<file path="src/rtl/lifg_pkg.sv">
`timescale 1ns / 1ps
// ----------------------------------------------------------------------------
// lifg_pkg
// Types and constants shared by the leaky integrate-and-fire gate modules.
// ----------------------------------------------------------------------------
package lifg_pkg;

    localparam int THRESHOLD_LIMIT = 512;
    localparam int DELIVERY_LIMIT  = 512;
    localparam int MAX_INPUTS      = 4;
    localparam int LANE_COUNT      = 4;

    localparam int VALUE_W    = 16;
    localparam int CHARGE_W   = 24;
    localparam int DELIVERY_W = 11;
    localparam int THR_W      = 16;
    localparam int SUM_W      = VALUE_W + $clog2(LANE_COUNT);
    localparam int COUNT_W    = 3;

    localparam int DLV_POS_MAX = (DELIVERY_LIMIT < 1023) ? DELIVERY_LIMIT : 1023;
    localparam int DLV_NEG_MAX = (DELIVERY_LIMIT < 1024) ? DELIVERY_LIMIT : 1024;

    localparam logic signed [CHARGE_W-1:0] CHARGE_MAX = {1'b0, {(CHARGE_W-1){1'b1}}};
    localparam logic signed [CHARGE_W-1:0] CHARGE_MIN = {1'b1, {(CHARGE_W-1){1'b0}}};

    localparam logic [2:0] REG_DECAY         = 3'd0;
    localparam logic [2:0] REG_THRESHOLD     = 3'd1;
    localparam logic [2:0] REG_ACTIVATES     = 3'd2;
    localparam logic [2:0] REG_DELIVERY      = 3'd3;
    localparam logic [2:0] REG_DISCHARGE     = 3'd4;
    localparam logic [2:0] REG_THR_FROM_IN   = 3'd5;
    localparam logic [2:0] REG_DLV_FROM_IN   = 3'd6;
    localparam logic [2:0] REG_INPUT_COUNT   = 3'd7;

    localparam logic [1:0] DIS_CLEAR  = 2'd0;
    localparam logic [1:0] DIS_REDUCE = 2'd1;
    localparam logic [1:0] DIS_HALVE  = 2'd2;

    typedef struct packed {
        logic [8:0]                decay_amount;
        logic signed [10:0]        threshold_level;
        logic                      threshold_activates;
        logic signed [10:0]        delivery_level;
        logic [1:0]                discharge_mode;
        logic                      threshold_from_input;
        logic                      delivery_from_input;
        logic [COUNT_W-1:0]        input_count;
    } lifg_cfg_t;

    localparam lifg_cfg_t CFG_RESET = '{
        decay_amount:         9'd0,
        threshold_level:      11'sd0,
        threshold_activates:  1'b1,
        delivery_level:       11'sd256,
        discharge_mode:       DIS_CLEAR,
        threshold_from_input: 1'b0,
        delivery_from_input:  1'b0,
        input_count:          3'd1
    };

    typedef struct packed {
        logic signed [SUM_W-1:0]      in_sum;
        logic signed [THR_W-1:0]      threshold;
        logic signed [DELIVERY_W-1:0] delivery;
        logic [DELIVERY_W-1:0]        delivery_mag;
    } lifg_step_t;

    typedef struct packed {
        logic                         fired;
        logic signed [DELIVERY_W-1:0] delivered;
        logic signed [CHARGE_W-1:0]   charge;
    } lifg_result_t;

endpackage

</file>
<file path="src/rtl/lifg_lane.sv">
`timescale 1ns / 1ps
// ----------------------------------------------------------------------------
// lifg_lane
// One input lane: passes its input value when the lane is within the active
// input count, zero otherwise.
// ----------------------------------------------------------------------------
module lifg_lane #(
    parameter int LANE_IDX = 0
) (
    input  logic signed [lifg_pkg::VALUE_W-1:0] value,
    input  logic [lifg_pkg::COUNT_W-1:0]        input_count,
    output logic signed [lifg_pkg::VALUE_W-1:0] lane_value
);
    import lifg_pkg::*;

    logic lane_on;

    assign lane_on    = (input_count > COUNT_W'(LANE_IDX)) && (LANE_IDX < MAX_INPUTS);
    assign lane_value = lane_on ? value : '0;

endmodule

</file>
<file path="src/rtl/lifg_merge.sv">
`timescale 1ns / 1ps
// ----------------------------------------------------------------------------
// lifg_merge
// Merging stage: adds the lane values and registers the sum.
// ----------------------------------------------------------------------------
module lifg_merge (
    input  logic                                clk,
    input  logic                                load,
    input  logic signed [lifg_pkg::VALUE_W-1:0] lane_value [lifg_pkg::LANE_COUNT],
    output logic signed [lifg_pkg::SUM_W-1:0]   in_sum
);
    import lifg_pkg::*;

    logic signed [SUM_W-1:0] sum_reg;
    logic signed [SUM_W-1:0] sum_next;

    always_comb
    begin
        sum_next = '0;
        for (int i = 0; i < LANE_COUNT; i++)
        begin
            sum_next = sum_next + SUM_W'(lane_value[i]);
        end
    end

    always_ff @(posedge clk)
    begin
        if (load)
        begin
            sum_reg <= sum_next;
        end
    end

    assign in_sum = sum_reg;

endmodule

</file>
<file path="src/rtl/lifg_deliver.sv">
`timescale 1ns / 1ps
// ----------------------------------------------------------------------------
// lifg_deliver
// Delivery charge: selects the source, scales its magnitude by one minus the
// error fraction, clamps it and registers the signed charge and magnitude.
// ----------------------------------------------------------------------------
module lifg_deliver (
    input  logic                                   clk,
    input  logic                                   load,
    input  logic                                   from_input,
    input  logic signed [10:0]                     delivery_level,
    input  logic signed [lifg_pkg::VALUE_W-1:0]    node_value,
    input  logic [15:0]                            error_draw,
    output logic signed [lifg_pkg::DELIVERY_W-1:0] delivery,
    output logic [lifg_pkg::DELIVERY_W-1:0]        delivery_mag
);
    import lifg_pkg::*;

    logic signed [VALUE_W-1:0]    src;
    logic                         neg;
    logic [VALUE_W-1:0]           src_mag;
    logic [16:0]                  factor;
    logic [VALUE_W+16:0]          product;
    logic [16:0]                  mag;
    logic [DELIVERY_W-1:0]        lim;
    logic [DELIVERY_W-1:0]        mag_c;
    logic signed [DELIVERY_W-1:0] dlv_reg;
    logic signed [DELIVERY_W-1:0] dlv_next;
    logic [DELIVERY_W-1:0]        mag_reg;

    always_comb
    begin
        src     = from_input ? node_value : VALUE_W'(delivery_level);
        neg     = src[VALUE_W-1];
        src_mag = neg ? VALUE_W'(-src) : VALUE_W'(src);
        factor  = 17'h10000 - {1'b0, error_draw};
        product = (VALUE_W+17)'(src_mag) * (VALUE_W+17)'(factor);
        mag     = product[VALUE_W+16 -: 17];
        lim     = neg ? DELIVERY_W'(DLV_NEG_MAX) : DELIVERY_W'(DLV_POS_MAX);
        mag_c   = (mag > 17'(lim)) ? lim : DELIVERY_W'(mag);
        dlv_next = neg ? -$signed(mag_c) : $signed(mag_c);
    end

    always_ff @(posedge clk)
    begin
        if (load)
        begin
            dlv_reg <= dlv_next;
            mag_reg <= mag_c;
        end
    end

    assign delivery     = dlv_reg;
    assign delivery_mag = mag_reg;

endmodule

</file>
<file path="src/rtl/lifg_charge.sv">
`timescale 1ns / 1ps
// ----------------------------------------------------------------------------
// lifg_charge
// Membrane charge loop: decay, input sum, saturation, threshold compare and
// discharge, with the stored charge register.
// ----------------------------------------------------------------------------
module lifg_charge (
    input  logic                   clk,
    input  logic                   rst_n,
    input  logic                   update,
    input  lifg_pkg::lifg_cfg_t    cfg,
    input  lifg_pkg::lifg_step_t   step,
    output lifg_pkg::lifg_result_t result
);
    import lifg_pkg::*;

    logic signed [CHARGE_W-1:0] charge_reg;
    logic signed [CHARGE_W-1:0] charge_next;
    logic signed [CHARGE_W:0]   decay_ext;
    logic signed [CHARGE_W:0]   mag_ext;
    logic signed [CHARGE_W:0]   decayed;
    logic signed [CHARGE_W+1:0] summed;
    logic signed [CHARGE_W-1:0] c_sat;
    logic signed [CHARGE_W:0]   reduced;
    logic signed [CHARGE_W:0]   halved;
    logic                       fire;

    always_comb
    begin
        decay_ext = $signed({{(CHARGE_W+1-9){1'b0}}, cfg.decay_amount});
        mag_ext   = $signed({{(CHARGE_W+1-DELIVERY_W){1'b0}}, step.delivery_mag});

        if (charge_reg > 0)
            decayed = (CHARGE_W+1)'(charge_reg) - decay_ext;
        else if (charge_reg < 0)
            decayed = (CHARGE_W+1)'(charge_reg) + decay_ext;
        else
            decayed = '0;

        summed = (CHARGE_W+2)'(decayed) + (CHARGE_W+2)'(step.in_sum);

        if (summed > (CHARGE_W+2)'(CHARGE_MAX))
            c_sat = CHARGE_MAX;
        else if (summed < (CHARGE_W+2)'(CHARGE_MIN))
            c_sat = CHARGE_MIN;
        else
            c_sat = CHARGE_W'(summed);

        if (cfg.threshold_activates)
            fire = c_sat > CHARGE_W'(step.threshold);
        else
            fire = c_sat < CHARGE_W'(step.threshold);

        // magnitude minus delivery magnitude, sign kept, may cross zero
        if (c_sat > 0)
            reduced = (CHARGE_W+1)'(c_sat) - mag_ext;
        else if (c_sat < 0)
            reduced = (CHARGE_W+1)'(c_sat) + mag_ext;
        else
            reduced = '0;

        // halve toward zero
        if (c_sat < 0)
            halved = ((CHARGE_W+1)'(c_sat) + (CHARGE_W+1)'(1)) >>> 1;
        else
            halved = (CHARGE_W+1)'(c_sat) >>> 1;

        charge_next = c_sat;
        if (fire)
        begin
            case (cfg.discharge_mode)
                DIS_CLEAR:  charge_next = '0;
                DIS_REDUCE: charge_next = CHARGE_W'(reduced);
                DIS_HALVE:  charge_next = CHARGE_W'(halved);
                default:    charge_next = c_sat;
            endcase
        end

        result.fired     = fire;
        result.delivered = fire ? step.delivery : '0;
        result.charge    = charge_next;
    end

    always_ff @(posedge clk or negedge rst_n)
    begin
        if (!rst_n)
            charge_reg <= '0;
        else if (update)
            charge_reg <= charge_next;
    end

endmodule

</file>
<file path="src/rtl/leaky_integrate_fire_gate_top.sv">
`timescale 1ns / 1ps
// ----------------------------------------------------------------------------
// leaky_integrate_fire_gate_top
// Leaky integrate-and-fire gate: four input lanes, delivery scaling and a
// membrane charge update with an output register.
//
// channel  | direction | word
// s_*      | in        | seven 16-bit fields, one neuron step
// m_*      | out       | delivered charge and new charge; tuser = fired
// cfg_*    | in        | register index and write data
//
// one word accepted and one delivered per cycle when m_tready stays high
// registered stages in order: lane merge and delivery scaling, then the charge loop
// the charge loop (decay, add, compare, discharge) closes combinationally on the charge register
// reset clears the charge to zero and loads the register reset values
// m_tready low holds the output word; one more word waits in the first stage
// ----------------------------------------------------------------------------
module leaky_integrate_fire_gate_top (
    input  logic         clk,
    input  logic         rst_n,
    input  logic         s_tvalid,
    output logic         s_tready,
    input  logic [111:0] s_tdata,   // in_value_0..3, threshold_node_value,
                                    // delivery_node_value, error_draw
    output logic         m_tvalid,
    input  logic         m_tready,
    output logic [39:0]  m_tdata,   // delivered_charge, charge_now, zero pad
    output logic [0:0]   m_tuser,   // fired
    input  logic         cfg_valid,
    output logic         cfg_ready,
    input  logic [2:0]   cfg_index,
    input  logic [10:0]  cfg_data
);
    import lifg_pkg::*;

    lifg_cfg_t               cfg_reg;
    lifg_cfg_t               cfg_next;
    logic                    s1_valid_reg;
    logic                    s1_valid_next;
    logic                    out_valid_reg;
    logic                    out_valid_next;
    logic signed [THR_W-1:0] thr_reg;
    logic signed [THR_W-1:0] thr_next;
    logic signed [THR_W-1:0] thr_src;
    lifg_result_t            result_reg;
    lifg_result_t            result_next;
    lifg_step_t              step;
    logic                    advance;
    logic                    load;

    logic signed [VALUE_W-1:0] lane_in  [LANE_COUNT];
    logic signed [VALUE_W-1:0] lane_out [LANE_COUNT];

    // config
    assign cfg_ready = 1'b1;

    always_comb
    begin
        cfg_next = cfg_reg;
        if (cfg_valid)
        begin
            unique case (cfg_index)
                REG_DECAY:       cfg_next.decay_amount         = cfg_data[8:0];
                REG_THRESHOLD:   cfg_next.threshold_level      = cfg_data;
                REG_ACTIVATES:   cfg_next.threshold_activates  = cfg_data[0];
                REG_DELIVERY:    cfg_next.delivery_level       = cfg_data;
                REG_DISCHARGE:   cfg_next.discharge_mode       = cfg_data[1:0];
                REG_THR_FROM_IN: cfg_next.threshold_from_input = cfg_data[0];
                REG_DLV_FROM_IN: cfg_next.delivery_from_input  = cfg_data[0];
                REG_INPUT_COUNT: cfg_next.input_count          = cfg_data[2:0];
                default:         cfg_next = cfg_reg;
            endcase
        end
    end

    always_ff @(posedge clk or negedge rst_n)
    begin
        if (!rst_n)
            cfg_reg <= CFG_RESET;
        else
            cfg_reg <= cfg_next;
    end

    // pipeline control
    assign advance   = s1_valid_reg && (!out_valid_reg || m_tready);
    assign s_tready  = !s1_valid_reg || advance;
    assign load      = s_tvalid && s_tready;

    always_comb
    begin
        if (load)
            s1_valid_next = 1'b1;
        else if (advance)
            s1_valid_next = 1'b0;
        else
            s1_valid_next = s1_valid_reg;

        if (advance)
            out_valid_next = 1'b1;
        else if (m_tready)
            out_valid_next = 1'b0;
        else
            out_valid_next = out_valid_reg;
    end

    always_ff @(posedge clk or negedge rst_n)
    begin
        if (!rst_n)
        begin
            s1_valid_reg  <= 1'b0;
            out_valid_reg <= 1'b0;
        end
        else
        begin
            s1_valid_reg  <= s1_valid_next;
            out_valid_reg <= out_valid_next;
        end
    end

    // input lanes and merge
    for (genvar i = 0; i < LANE_COUNT; i++)
    begin : g_lane
        assign lane_in[i] = s_tdata[i*VALUE_W +: VALUE_W];

        lifg_lane #(
            .LANE_IDX (i)
        ) u_lane (
            .value       (lane_in[i]),
            .input_count (cfg_reg.input_count),
            .lane_value  (lane_out[i])
        );
    end

    lifg_merge u_merge (
        .clk        (clk),
        .load       (load),
        .lane_value (lane_out),
        .in_sum     (step.in_sum)
    );

    // threshold select and clamp
    always_comb
    begin
        thr_src = cfg_reg.threshold_from_input ? s_tdata[4*VALUE_W +: VALUE_W]
                                               : THR_W'(cfg_reg.threshold_level);
        if (thr_src > THR_W'(THRESHOLD_LIMIT))
            thr_next = THR_W'(THRESHOLD_LIMIT);
        else if (thr_src < -THR_W'(THRESHOLD_LIMIT))
            thr_next = -THR_W'(THRESHOLD_LIMIT);
        else
            thr_next = thr_src;
    end

    always_ff @(posedge clk)
    begin
        if (load)
            thr_reg <= thr_next;
    end

    assign step.threshold = thr_reg;

    lifg_deliver u_deliver (
        .clk            (clk),
        .load           (load),
        .from_input     (cfg_reg.delivery_from_input),
        .delivery_level (cfg_reg.delivery_level),
        .node_value     (s_tdata[5*VALUE_W +: VALUE_W]),
        .error_draw     (s_tdata[6*VALUE_W +: 16]),
        .delivery       (step.delivery),
        .delivery_mag   (step.delivery_mag)
    );

    lifg_charge u_charge (
        .clk    (clk),
        .rst_n  (rst_n),
        .update (advance),
        .cfg    (cfg_reg),
        .step   (step),
        .result (result_next)
    );

    // output word
    always_ff @(posedge clk)
    begin
        if (advance)
            result_reg <= result_next;
    end

    assign m_tvalid = out_valid_reg;
    assign m_tdata  = {5'd0, result_reg.charge, result_reg.delivered};
    assign m_tuser  = result_reg.fired;

endmodule

</file>
<file path="config.mk">
export PLATFORM = sky130hd
export DESIGN_NAME = leaky_integrate_fire_gate_top
export DESIGN_NICKNAME = d
export VERILOG_FILES = /design/src/rtl/lifg_pkg.sv /design/src/rtl/lifg_lane.sv /design/src/rtl/lifg_merge.sv /design/src/rtl/lifg_deliver.sv /design/src/rtl/lifg_charge.sv /design/src/rtl/leaky_integrate_fire_gate_top.sv
export SDC_FILE = /design/constraint.sdc
export NUM_CORES = 1
export LEC_CHECK = 0
export BUFFER_PORTS_ARGS = -buffer_cell sky130_fd_sc_hd__buf_2
export CAP_MARGIN = 10
export CORE_ASPECT_RATIO = 2
export CORE_UTILIZATION = 35
export CTS_BUF_LIST = sky130_fd_sc_hd__clkbuf_8 sky130_fd_sc_hd__clkbuf_16
export CTS_CLUSTER_SIZE = 24
export DETAILED_ROUTE_END_ITERATION = 10
export GPL_ROUTABILITY_DRIVEN = 0
export SYNTH_ARGS = -nofsm -noshare
export SYNTH_HDL_FRONTEND = slang
export SYNTH_SLANG_ARGS = --single-unit
</file>
<file path="constraint.sdc">
create_clock -name clk -period 11.8 [get_ports clk]
set_input_delay 2.36 -clock clk [delete_from_list [all_inputs] [get_ports clk]]
set_output_delay 2.36 -clock clk [all_outputs]
set_load 0.02 [all_outputs]
</file>
Word level (Yosys, flattened, before mapping)
Cells that the tools add are included.

Memories: 0. Bits in latches: 0. Output and inout port bits: 44. Bits in writable memories: 0. Register bits: 157. ROM bits: 0. Logic and storage cells: 99. Input bits: 131.

Bitwise logic cells: 0. Order comparisons: 15. Shift-type cells: 0. Equal/unequal tests: 9. Mux-type cells: 24. Multipliers: 1. $add $sub $neg: 12. Reductions and logical operators: 19. Div/mod/pow operators: 0.

Operators by type and width (count): $mux 24 (6); $mux 16 (8); $pmux 24 s3 (1); $mux 25 (2); $gt 24x1->1 const B (2); $lt 24x1->1 const B (2); $mul 16x17->33 (1); $add 25x18->26 (1); $gt 26x24->1 const B (1); $lt 26x24->1 const B (1); $add 24x10->25 (1); $add 24x2->25 const B (1); $sub 24x10->25 (1); $add 24x12->24 (1); $gt 24x16->1 (1); $lt 24x16->1 (1); $sub 24x12->24 (1); $mux 11 (2); $add 17x16->18 (1); $add 18x16->18 (1); $add 16x16->17 (1); $gt 17x10->1 const B (1); $sub 17x16->17 const A (1); $gt 16x11->1 const B (1); other kinds (19) (40).

Logic depth before layout (Yosys ltp)
Word-level depth: 12. Gate-level depth with buffers: 43. Depth with buffers taken out: 40.

Cells and area by module
A second synthesis with hierarchy kept.

Cells, all modules: 3115. Area, all modules: 26158.8 um^2.

Modules (own cells, without submodules): lifg_deliver (instances 1, area each 10889.2 um^2, cells each 1285); lifg_charge (instances 1, area each 8685.8 um^2, cells each 1292); leaky_integrate_fire_gate_top (instances 1, area each 3643.5 um^2, cells each 220); lifg_merge (instances 1, area each 2336.0 um^2, cells each 241); lifg_lane at g_lane[0].u_lane (instances 1, area each 202.7 um^2, cells each 22); lifg_lane at g_lane[1].u_lane (instances 1, area each 152.6 um^2, cells each 20); lifg_lane at g_lane[3].u_lane (instances 1, area each 126.4 um^2, cells each 17); lifg_lane at g_lane[2].u_lane (instances 1, area each 122.6 um^2, cells each 18).

Worst setup path before layout
OpenSTA, ideal clock, no wires.

Path kind: input -> register. Start point: input port s_tdata[100]. End point: register u_deliver.dlv_reg[8] (netlist: u_deliver.delivery[8]) (data pin). Cell stages on the path: 37. Data arrival time: 11.187 ns. Library setup time: 0.261 ns. Path slack: 0.352 ns. Cell sequence: nor3_1 nand2b_1 nor3_1 nor4b_1 nand2_1 or3_1 xor2_1 clkbuf_1 nand2_1 fa_1 inv_1 fa_1 fa_1 fa_1 fa_1 inv_1 fa_1 inv_1 ha_1 a21o_1 a21o_1 a21oi_1 o21ai_0 o41ai_1 nor2_1 a221o_1 xor2_1 nor3_1 o211a_1 buf_4 buf_4 nand2_1 ha_1 nand2_1 or3_1 nor3b_1 a221o_1.

Longest elaborated chain between the ends: 6.

Ends and longest elaborated chain: start, declared (RTL line leaky_integrate_fire_gate_top.sv:23) `input logic [111:0] s_tdata,`; $sub 17x16->17 (*) (RTL line lifg_deliver.sv:36) `factor = 17'h10000 - {1'b0, error_draw};`; $mul 16x17->33 (*) (RTL line lifg_deliver.sv:37) `product = (VALUE_W+17)'(src_mag) * (VALUE_W+17)'(factor);`; $gt 17x10->1 (RTL line lifg_deliver.sv:40) `mag_c = (mag > 17'(lim)) ? lim : DELIVERY_W'(mag);`; $mux 11 (*) (RTL line lifg_deliver.sv:40); $neg 11->11 (RTL line lifg_deliver.sv:41) `dlv_next = neg ? -$signed(mag_c) : $signed(mag_c);`; $mux 11 (*) (RTL line lifg_deliver.sv:41); via u_deliver.dlv_next[8] (RTL line lifg_deliver.sv:28) `logic signed [DELIVERY_W-1:0] dlv_next;`; end signal, assigned (RTL line lifg_deliver.sv:48) `dlv_reg <= dlv_next;`; end, declared (RTL line lifg_deliver.sv:27) `logic signed [DELIVERY_W-1:0] dlv_reg;`.

Mark *: on every way through the listed nets, which the timed path passes. The rest lies on a longest branch. A chain may end at the register's enable or synchronous reset.

Final worst setup path
Start point: input port s_tdata[98]. End point: register u_deliver.dlv_reg[8] (netlist: u_deliver.delivery[8]) (data pin).

The elaborated chain is that of the path after synthesis.

==> results.py <==
metrics = {
    "clocking": {
        "clk_pin_slew_ns": 0.08,
        "htree_num_levels": 4,
        "cts_tree": "yes",
        "cts_made_buffers": 17,
        "root_buffer": "clkbuf_16",
        "clockBufferDepth": 2,
        "cts.sinks": 156,
        "clk_latency_ns": 0.48,
        "post_cts_buffers": 0,
    },
    "finish": {
        "area_delta_synth_final_pct": 12.4,
        "drive_above_1_share": 0.142,
        "multi_input_area_um2": 18400,
        "final_cells": 4021,
        "register_area_um2": 4360,
        "largest_reg_flops": 39,
        "layout.nets": 3692,
        "fillers": 7171,
    },
    "die": {
        "chipHeight_um": 378,
        "dieArea_um2": 71700,
        "rows": 137,
        "chipWidth_um": 190,
        "num_io_pins": 175,
        "initial_core_util": 0.354,
        "core_area_um2": 69800,
    },
    "timing": {
        "max_freq_ghz": 0.0883,
        "slew_headroom": 0.227,
        "hold_violations": 0,
        "clock_skew_ns": 0.0171,
        "finalSetupTns_ns": 0,
        "post-route-min-period_ns": 11.33,
        "worstMarginPinSlew_ns": 1.15,
        "worst_slack_ns": 0.470,
        "period_share": 0.960,
        "setup_viol": 0,
        "drv_slew": 0,
    },
    "global_routing": {
        "overflow": 0,
        "grt.total_usage": 0.238,
        "grt_pass1_vias": 23051,
        "grt_pass1_wl_mm": 128,
        "grt_antenna_before_repair": 4,
        "grt_start_max_net_pins": 66,
    },
    "detailed_routing": {
        "vias": 22291,
        "antenna_left": 0,
        "dr.pass1.iters": 7,
        "drc": 0,
        "drt_iter0_markers": 1502,
        "wire_per_inst_um": 21.0,
        "vias_per_cell": 5.54,
        "finalWirelength_mm": 84.6,
    },
    "placement": {
        "dp_hpwl_mm": 70.2,
        "placedCellCount": 3986,
        "port_buffers": 168,
        "pre_cts_ws_ns": 0.0151,
    },
    "worst_setup_path": {
        "start_kind": "primary input",
        "worstPathArrival_ns": 11.54,
        "end_kind": "register",
        "max_stage_delay_ns": 0.79,
        "worstPathMaxFanout": 10,
        "worstSetupPathType": "primary input to register",
        "cp.required_ns": 12.01,
        "path_common_cell": "fa_1",
        "crit_path_top_delay_cell": "nor3b_1",
    },
    "yosys": {
        "synthArstFlopShare": 0.417,
        "synth_edf_count": 91,
        "synthFlopType": "edfxtp_1",
        "ys_types": 102,
        "synth_cells": 2909,
        "ys_ff_latch": 156,
        "syn_avg_cell_area_um2": 8.49,
        "syn_area_um2": 24700,
        "ys_seq_area_frac": 0.177,
        "synth_warnings": 0,
    },
    "hold_path": {
        "min_path_type": "register to register",
    },
    "run": {
        "drv_cap": 0,
    },
    "run_status": {
        "status": "completed",
    },
}
## critical path: cells and delay by family
kind | cells | cell delay, ns
adders and majority gates | 8 | 3.60
and+or+nand+nor | 14 | 3.35
buffers and inverters | 8 | 0.77
AOI/OAI and AO/OA | 3 | 0.72
xor gates and xnor gates | 2 | 0.73
## repair_timing
item | 4_1_cts | 5_1_grt
setup endpoints to repair | 0 | 2
gates resized for setup | 0 | 4
hold buffers | 0 | 0
## per-stage QoR
step,hold slack [ns],util,cell area (um^2)
3_3_place_gp,0.486,0.389,27100
4_1_cts,0.514,0.397,27700
3_5_place_dp,0.491,0.389,27100
2_1_floorplan,0.457,-,24700
5_1_grt,0.528,0.398,27800
6_report,0.508,0.398,27800
## placed cells by master (no fill, tap or decap), types with 20 or more instances in the layout
master,instances
nand3_1,46
edfxtp_1,91
and2_1,110
a21oi_1,163
mux2_2,42
inv_1,376
o21bai_1,22
ha_1,214
nor2b_1,22
a21o_1,43
a211oi_1,23
xnor2_1,94
xor2_1,47
nor3_1,51
nand2b_1,26
a31oi_1,22
o21a_1,20
buf_2,167
mux2i_1,23
o21ai_0,121
nor2_1,208
and3_1,20
buf_4,134
nand4_1,30
nand2_1,344
o22ai_1,22
fa_1,245
dfrtp_1,62
## final cells by class
cell class                      count  area share
Tap cell                          903      0.0407
Clock buffer                       18      0.0158
Sequential cell                   156       0.157
Multi-Input combinational cell   2245       0.662
Inverter                          380      0.0514
Clock inverter                     14     0.00523
Antenna cell                        3    0.000270
Timing Repair Buffer              302      0.0671
## Yosys cell counts (21+ instances only)
cell	n	share of area
nand2b_1	26	0.0066
nor2_1	208	0.032
fa_1	245	0.20
mux2i_1	24	0.0097
o21ai_0	121	0.025
a31oi_1	22	0.0056
ha_1	214	0.11
nand2_1	344	0.052
nand4_1	30	0.0076
and2_1	111	0.028
a211oi_1	23	0.0070
xor2_1	49	0.017
nor3_1	51	0.010
dfrtp_1	62	0.063
xnor2_1	96	0.034
nand3_1	46	0.0093
inv_1	377	0.057
mux2_2	42	0.019
a21oi_1	163	0.033
clkbuf_1	83	0.013
edfxtp_1	91	0.11
buf_2	28	0.0057
nor2b_1	22	0.0056
a21o_1	43	0.013
nor4_1	21	0.0053
o21bai_1	22	0.0067
o22ai_1	22	0.0056
## cell families after synthesis
family                     Yosys count  share of synthesized area
buffers and inverters              513                     0.0823
and+or+nand+nor                    952                      0.185
muxes                               66                     0.0289
xor gates and xnor gates           146                     0.0525
AOI/OAI and AO/OA                  615                      0.167
adders and majority gates          459                      0.307
DFF                                156                      0.177
other                                2                   0.000304
## metal layers
layer,GRT usage,up-vias,wire length (um)
met2,0.459,860,46200
met3,0.0326,329,4440
met5,0,-,0
met4,0.184,0,7140
li1,-,10257,-
met1,0.222,10845,26800
## path summary, 6_finish.rpt
kind                                               from                      end  slack [ns]  cells after the start
worst max-delay path                        s_tdata[98]    u_deliver.delivery[8]        0.47                     35
worst min-delay path                       s1_valid_reg                 m_tvalid        0.51                      1
worst max register to register  u_charge.charge_reg[11]              m_tdata[26]        1.21                     28
worst min register to register             s1_valid_reg                 m_tvalid        0.51                      1
max in group asynchronous                         rst_n              cfg_reg[33]        9.15                      1
min in group asynchronous                         rst_n  u_charge.charge_reg[14]        2.01                      1
Power is not shown: default switching activity piles up to over one toggle a cycle in this logic, so the estimate is an artifact.
